### src/hw/rtl/spq_pkg.sv
// Shared types and codes for the sorted priority queue.
`timescale 1ns / 1ps
`default_nettype none

package spq_pkg;

  // Operation codes carried in the mode field
  localparam logic [1:0] MODE_ENQ  = 2'd0;
  localparam logic [1:0] MODE_DEQ  = 2'd1;
  localparam logic [1:0] MODE_PEEK = 2'd2;

  // Result status codes
  localparam logic [1:0] ST_OK    = 2'd0;
  localparam logic [1:0] ST_EMPTY = 2'd1;
  localparam logic [1:0] ST_FULL  = 2'd2;

  localparam int unsigned DATA_W = 32;
  localparam int unsigned OCC_W  = 5;

  // Input transaction payload
  typedef struct packed {
    logic        [1:0]        mode;
    logic signed [DATA_W-1:0] item_value;
    logic signed [DATA_W-1:0] item_rank;
  } spq_in_t;

  // Result transaction payload
  typedef struct packed {
    logic signed [DATA_W-1:0] head_value;
    logic        [1:0]        status;
    logic        [OCC_W-1:0]  occupancy;
  } spq_out_t;

  // Commands from the controller to the datapath
  typedef struct packed {
    logic capture;
    logic execute;
  } spq_cmd_t;

endpackage

`default_nettype wire

### src/hw/rtl/spq_ctrl.sv
// Controller: sequences capture and execute, owns the handshake state.
`timescale 1ns / 1ps
`default_nettype none

module spq_ctrl
  import spq_pkg::*;
(
  input  wire logic     clk,
  input  wire logic     rst_n,
  input  wire logic     in_valid,
  output logic          in_stall,
  output logic          out_valid,
  input  wire logic     out_stall,
  output spq_cmd_t      cmd
);

  typedef enum logic {
    S_IDLE,
    S_EXEC
  } state_t;

  state_t state_r, state_nxt;
  logic   out_valid_r, out_valid_nxt;
  logic   out_free;

  // Output register may be loaded when empty or being drained this cycle
  assign out_free = !out_valid_r || !out_stall;

  assign in_stall  = (state_r != S_IDLE);
  assign out_valid = out_valid_r;

  // Decode next state and datapath commands
  always_comb begin
    state_nxt   = state_r;
    cmd.capture = 1'b0;
    cmd.execute = 1'b0;
    unique case (state_r)
      S_IDLE: begin
        if (in_valid) begin
          cmd.capture = 1'b1;
          state_nxt   = S_EXEC;
        end
      end
      S_EXEC: begin
        if (out_free) begin
          cmd.execute = 1'b1;
          state_nxt   = S_IDLE;
        end
      end
      default: state_nxt = S_IDLE;
    endcase
  end

  // Set on a new result, drop when the result transaction completes
  always_comb begin
    out_valid_nxt = out_valid_r;
    if (cmd.execute) begin
      out_valid_nxt = 1'b1;
    end else if (out_valid_r && !out_stall) begin
      out_valid_nxt = 1'b0;
    end
  end

  // Hold state and registered outputs
  always_ff @(posedge clk) begin
    if (!rst_n) begin
      state_r     <= S_IDLE;
      out_valid_r <= 1'b0;
    end else begin
      state_r     <= state_nxt;
      out_valid_r <= out_valid_nxt;
    end
  end

  // Never overwrite a result that is still stalled
  a_no_overwrite: assert property (@(posedge clk) disable iff (!rst_n)
    cmd.execute |-> !(out_valid_r && out_stall))
    else $error("result overwritten while stalled");

  // A captured transaction always blocks the input on the next cycle
  a_capture_blocks: assert property (@(posedge clk) disable iff (!rst_n)
    cmd.capture |=> in_stall)
    else $error("input not blocked after capture");

  // Capture and execute never coincide
  a_cmd_exclusive: assert property (@(posedge clk) disable iff (!rst_n)
    !(cmd.capture && cmd.execute))
    else $error("capture and execute at once");

endmodule

`default_nettype wire

### src/hw/rtl/spq_datapath.sv
// Datapath: sorted slot row with parallel compare and shift, result register.
`timescale 1ns / 1ps
`default_nettype none

module spq_datapath
  import spq_pkg::*;
#(
  parameter int unsigned QUEUE_DEPTH = 16
) (
  input  wire logic     clk,
  input  wire logic     rst_n,
  input  wire spq_cmd_t cmd,
  input  wire spq_in_t  in_data,
  output spq_out_t      out_data
);

  localparam int unsigned CNT_W = $clog2(QUEUE_DEPTH + 1);
  localparam logic [CNT_W-1:0] FULL_CNT = CNT_W'(QUEUE_DEPTH);

  spq_in_t                   in_r;
  spq_out_t                  out_r, out_nxt;
  logic        [CNT_W-1:0]   fill_r, fill_nxt;
  logic signed [DATA_W-1:0]  rank_r  [QUEUE_DEPTH];
  logic signed [DATA_W-1:0]  value_r [QUEUE_DEPTH];
  logic signed [DATA_W-1:0]  rank_nxt  [QUEUE_DEPTH];
  logic signed [DATA_W-1:0]  value_nxt [QUEUE_DEPTH];
  logic        [QUEUE_DEPTH-1:0] gt;
  logic                      is_full, is_empty;
  logic                      do_enq, do_deq;
  logic [CNT_W+OCC_W-1:0]    occ_wide;

  assign is_full  = (fill_r == FULL_CNT);
  assign is_empty = (fill_r == '0);
  assign do_enq   = cmd.execute && (in_r.mode == MODE_ENQ) && !is_full;
  assign do_deq   = cmd.execute && (in_r.mode == MODE_DEQ) && !is_empty;

  // Per slot: stored entry outranks the new one (a prefix, since sorted)
  for (genvar i = 0; i < QUEUE_DEPTH; i++) begin : g_slot
    assign gt[i] = (CNT_W'(i) < fill_r) &&
                   ($signed(rank_r[i]) > $signed(in_r.item_rank));

    // Keep, insert here, or shift from the neighbor
    always_comb begin
      rank_nxt[i]  = rank_r[i];
      value_nxt[i] = value_r[i];
      if (do_enq && !gt[i]) begin
        if (i == 0) begin
          rank_nxt[i]  = in_r.item_rank;
          value_nxt[i] = in_r.item_value;
        end else if (gt[(i == 0) ? 0 : i - 1]) begin
          rank_nxt[i]  = in_r.item_rank;
          value_nxt[i] = in_r.item_value;
        end else begin
          rank_nxt[i]  = rank_r[(i == 0) ? 0 : i - 1];
          value_nxt[i] = value_r[(i == 0) ? 0 : i - 1];
        end
      end else if (do_deq && (i < QUEUE_DEPTH - 1)) begin
        rank_nxt[i]  = rank_r[(i < QUEUE_DEPTH - 1) ? i + 1 : i];
        value_nxt[i] = value_r[(i < QUEUE_DEPTH - 1) ? i + 1 : i];
      end
    end
  end

  // Advance the fill count
  always_comb begin
    fill_nxt = fill_r;
    if (do_enq) begin
      fill_nxt = fill_r + CNT_W'(1);
    end else if (do_deq) begin
      fill_nxt = fill_r - CNT_W'(1);
    end
  end

  assign occ_wide = {{OCC_W{1'b0}}, fill_nxt};

  // Build the result of the captured transaction
  always_comb begin
    out_nxt.head_value = '0;
    out_nxt.status     = ST_OK;
    out_nxt.occupancy  = occ_wide[OCC_W-1:0];
    case (in_r.mode)
      MODE_ENQ: begin
        if (is_full) begin
          out_nxt.status = ST_FULL;
        end
      end
      MODE_DEQ, MODE_PEEK: begin
        if (is_empty) begin
          out_nxt.status = ST_EMPTY;
        end else begin
          out_nxt.head_value = value_r[0];
        end
      end
      default: ;
    endcase
  end

  // Fill count is control state
  always_ff @(posedge clk) begin
    if (!rst_n) begin
      fill_r <= '0;
    end else begin
      fill_r <= fill_nxt;
    end
  end

  // Payload registers: input, slots, result
  always_ff @(posedge clk) begin
    if (cmd.capture) begin
      in_r <= in_data;
    end
    if (cmd.execute) begin
      out_r <= out_nxt;
    end
    for (int k = 0; k < QUEUE_DEPTH; k++) begin
      rank_r[k]  <= rank_nxt[k];
      value_r[k] <= value_nxt[k];
    end
  end

  assign out_data = out_r;

  // Count stays within the store
  a_fill_bound: assert property (@(posedge clk) disable iff (!rst_n)
    fill_r <= FULL_CNT)
    else $error("fill count beyond depth");

  // A dequeue from a nonempty store removes exactly one entry
  a_deq_count: assert property (@(posedge clk) disable iff (!rst_n)
    do_deq |=> fill_r == $past(fill_r) - CNT_W'(1))
    else $error("dequeue count mismatch");

  // An enqueue into a full store leaves the count alone
  a_full_drop: assert property (@(posedge clk) disable iff (!rst_n)
    cmd.execute && (in_r.mode == MODE_ENQ) && is_full |=> fill_r == FULL_CNT)
    else $error("dropped enqueue changed the count");

endmodule

`default_nettype wire

### src/hw/rtl/sorted_priority_queue.sv
// Top level of the sorted priority queue: controller plus datapath.
//
//   channel  direction  handshake            payload
//   in       input      in_valid / in_stall   in_data  (spq_in_t)
//   out      output     out_valid / out_stall out_data (spq_out_t)
//
// Each transaction is first captured into the input register; then all slots are
// compared in parallel, the slot row shifts and the result register loads.
// A new input is taken while the previous result waits in the output register.
// Execution waits only while the output register is full and stalled.
// Reset clears the fill count and handshake state; slot contents need no clear.
`timescale 1ns / 1ps
`default_nettype none

module sorted_priority_queue
  import spq_pkg::*;
#(
  parameter int unsigned QUEUE_DEPTH = 16
) (
  input  wire logic    clk,
  input  wire logic    rst_n,
  input  wire logic    in_valid,
  output logic         in_stall,
  input  wire spq_in_t in_data,
  output logic         out_valid,
  input  wire logic    out_stall,
  output spq_out_t     out_data
);

  spq_cmd_t cmd;

  spq_ctrl u_ctrl (
    .clk       (clk),
    .rst_n     (rst_n),
    .in_valid  (in_valid),
    .in_stall  (in_stall),
    .out_valid (out_valid),
    .out_stall (out_stall),
    .cmd       (cmd)
  );

  spq_datapath #(
    .QUEUE_DEPTH (QUEUE_DEPTH)
  ) u_datapath (
    .clk      (clk),
    .rst_n    (rst_n),
    .cmd      (cmd),
    .in_data  (in_data),
    .out_data (out_data)
  );

endmodule

`default_nettype wire

### config.mk
export PLATFORM = sky130hd
export DESIGN_NAME = sorted_priority_queue
export DESIGN_NICKNAME = d
export VERILOG_FILES = /design/src/hw/rtl/spq_pkg.sv /design/src/hw/rtl/spq_ctrl.sv /design/src/hw/rtl/spq_datapath.sv /design/src/hw/rtl/sorted_priority_queue.sv
export SDC_FILE = /design/constraint.sdc
export NUM_CORES = 2
export LEC_CHECK = 0
export BUFFER_PORTS_ARGS = -buffer_cell sky130_fd_sc_hd__clkbuf_2
export CAP_MARGIN = 20
export CORE_AREA = 2 2 482 484
export DETAILED_ROUTE_END_ITERATION = 8
export DIE_AREA = 0 0 484 486
export PLACE_DENSITY = 0.49
export SYNTH_ARGS = -nofsm -noshare
export SYNTH_HDL_FRONTEND = slang
export SYNTH_HIERARCHICAL = 1
export SYNTH_SLANG_ARGS = --single-unit
### constraint.sdc
create_clock -name clk -period 9.35 [get_ports clk]
set_input_delay 0.4675 -clock clk [delete_from_list [all_inputs] [get_ports clk]]
set_output_delay 0.4675 -clock clk [all_outputs]
set_load 0.1 [all_outputs]
==> metrics <==
Synth Warn #=6; Filler Cell Count=23100; Die H=486 um; fin crit share=75.8%; initial antenna violation count=8; first-pass GRT wire length=374000 um; Hold Path End=u_datapath/in_r[30]; r2r startpoint=u_datapath/in_r[31]; Reg area=around 34000 sq um; critical path class=reg2reg; Layout area overhead=11.5%; Power, Total=12400 uW; mean number of vias per cell=5.69; r2r endpoint=u_datapath/rank_r[0][139]; WHS Path Cells=1; Pins Over Slew Limit=0; Worst Hold Launch=in_data[30]; setup_tns=0 ns; Maximum Capacitance Violations=0; compound-cell area share of the yosys netlist=16.5%; fin crit period=7.09 ns; Max VDD drop=around 110 uV; xor-xnor portion of the synthesized cell area=0.0383%; largest family of logic cells by synthesized area=compound AO/OA/AOI/OAI gates; port buffer count=between 100 and 150; final std cells w/o fill=between 9000 and 10000; row count=roughly 180; post-route ant nets=0; asr flop ratio synth=0%; Synth Cell Area=about 69000 sq um; RSZ-0062 raised after global routing=false; DR vias=51400; postcts setup bufs=0; commonest non-fill, non-tap cell in the layout=a21oi_1; Slew @ Worst Pin=1.15 ns; CTS max path bufs=3; most frequent cells in the layout=1944 x a21oi_1, 1129 x edfxtp_1, 896 x mux2i_1; sequential fraction of the synthesis area=49.6%; Gate Count Post-Synth=approximately 6000; vias in the first global route=approximately 50000; final core utilization=approximately 33%; Mapped Nets=6568; # clock sinks=1136; CP Launch Type=flop; most area-consuming cells after synthesis=edfxtp_1 49%, a21oi_1 14%, mux2i_1 13%, ha_1 9.5%, mux2_2 1.5%; Synth area leader=edfxtp_1; WL final=261000 um; Initial Utilization=about 30%; Final HPWL DP=170000 um; Synth Flop Type=edfxtp_1; crit path max fanout=47; CORE AREA=229000 sq um; placed cell count=8701; Top Ports=111; Fmax=0.141 GHz; Setup-failing EPs final=0; share of cells above drive strength 1=9.93%; CTS buffer count=143; dpl ws=approximately 2.2 ns; PostCTS Resize Cnt=0; CTS tree=done; worst path required time=9.82 ns; simple-gate portion of the synthesized area=4.25%; largest net degree at the start of global routing=about 100; clock latency on the worst-skew pair=around 0.83 ns; Clock Tree Root=clkbuf_16; drt drc=0; first-pass detailed-route iteration total=6; global-route congestion overflow total=0; Post-synth EDFFs=1129; routed len/inst=28.9 um; r2r worst-path depth=11; Critical Path AT=7.56 ns; clock slew at reported path FFs=about 0.06 ns; LEAKAGE=0.0334 uW; Die Wd=484 um; Fin. Hold Viols=0; Netlist cell types=58; top cell type's share of synthesized area=49.4%; final net count=6476; Fin Clk Skew=~0.050 ns; PwrDens=162 nW/um^2; Avg Inst Size Synth=roughly 11 sq um; Setup crit end kind=flop; #FFs+latches synth=1136; placer congestion estimate=0.942; Reg2Reg Setup Slack=2.26 ns; htree depth=4; final setup margin=around 2.3 ns; Worst Hold Class=in2reg; area of the multi-input gates=31900 sq um; Slew headroom=a little under a quarter; Total GRT Usage=21.5%; die area=235000 sq um; status=finished clean; mux contribution to synthesized area=15.7%; Initial DRC Count=slightly above 5000; Synth Area in Adders=under 10%
synthesized netlist by cell type (29+ instances only):
master / count
a21oi_1: 1944
edfxtp_1: 1129
mux2i_1: 896
ha_1: 518
clkbuf_1: 202
buf_2: 167
nand2_1: 128
nand4_1: 101
nor2_1: 91
mux2_2: 90
buf_4: 83
inv_1: 65
nand3_1: 62
mux2_4: 51
o21ai_0: 48
a21o_1: 35
and3_1: 35
buf_6: 29
o211ai_1: 29
power by group:
| group | total, uW | switching (uW) | internal (uW) |
|---|---|---|---|
| registers | 5880 | 165 | 5720 |
| clock network | 5500 | 2420 | 3080 |
| logic | 1040 | 709 | 336 |
| total | 12400 | 3290 | 9130 |
critical path, stage by stage, from the launching register on:
cell      delay (ns)
edfxtp_1        0.75
inv_1           0.50
ha_1            0.59
nand4_1         0.44
nor2_1          0.19
a221o_1         0.42
a211oi_1        0.81
o211ai_1        0.29
mux2_8          0.60
and2_4          0.59
nand2b_4        0.96
buf_4           0.49
per-stage QoR:
step	cell area (sq um)	hold WS, ns
6_report	76500	0.0998
5_1_grt	76500	0.0269
4_1_cts	76500	0.0145
3_5_place_dp	71300	0.566
3_3_place_gp	71200	0.550
2_1_floorplan	68600	0.542
cells by family after synthesis:
kind of cell    Yosys count
simple gates            556
compound gates         2155
buf+inv                 575
mux                    1037
fa+ha+maj               518
flops                  1136
xor+xnor                  3
state kept, by name, indices dropped and copies added, names as in the netlist:
signal,flops
u_datapath/rank_r,512
u_datapath/value_r,512
u_datapath/in_r,66
u_datapath/out_data,39
u_datapath/fill_r,5
u_ctrl/in_stall,1
u_ctrl/out_valid,1
worst max-delay path by stage:
stage                             start                        end  slack (ns)  cells after the start
floorplan           u_datapath/in_r[17]  u_datapath/rank_r[1][192]        1.40                     13
global placement    u_datapath/in_r[31]  u_datapath/rank_r[0][138]        2.09                     11
detailed placement  u_datapath/in_r[31]  u_datapath/rank_r[0][138]        2.21                     11
CTS                 u_datapath/in_r[31]  u_datapath/rank_r[0][139]        2.23                     11
global route        u_datapath/in_r[31]  u_datapath/rank_r[0][139]        2.12                     11
finish              u_datapath/in_r[31]  u_datapath/rank_r[0][139]        2.26                     11
area by class of cell:
class / count / share of cell area [%]
Inverter: 65 / 0.319
Sequential cell: 1136 / 44.5
Multi-Input combinational cell: 4269 / 41.7
Antenna cell: 4 / 0.0131
Clock inverter: 74 / 0.967
Tap cell: 3026 / 4.95
Clock buffer: 184 / 4.93
Timing Repair Buffer: 273 / 2.59
per-layer routing:
metal  GRT usage [%]  wire [um]  vias to the layer above
met5               0         21                        -
li1                -          -                    22900
met1            30.4     120000                    26400
met2            33.8     118000                     1801
met3            3.13      15400                      341
met4            6.31       7550                        4
timing repair:
item / in CTS / in global routing
endpoints found under the setup margin: 0 / 0
hold buffers: 67 / 0
endpoints found under the hold margin: 72 / 0
No activity file was read; power rests on OpenSTA's default activity.
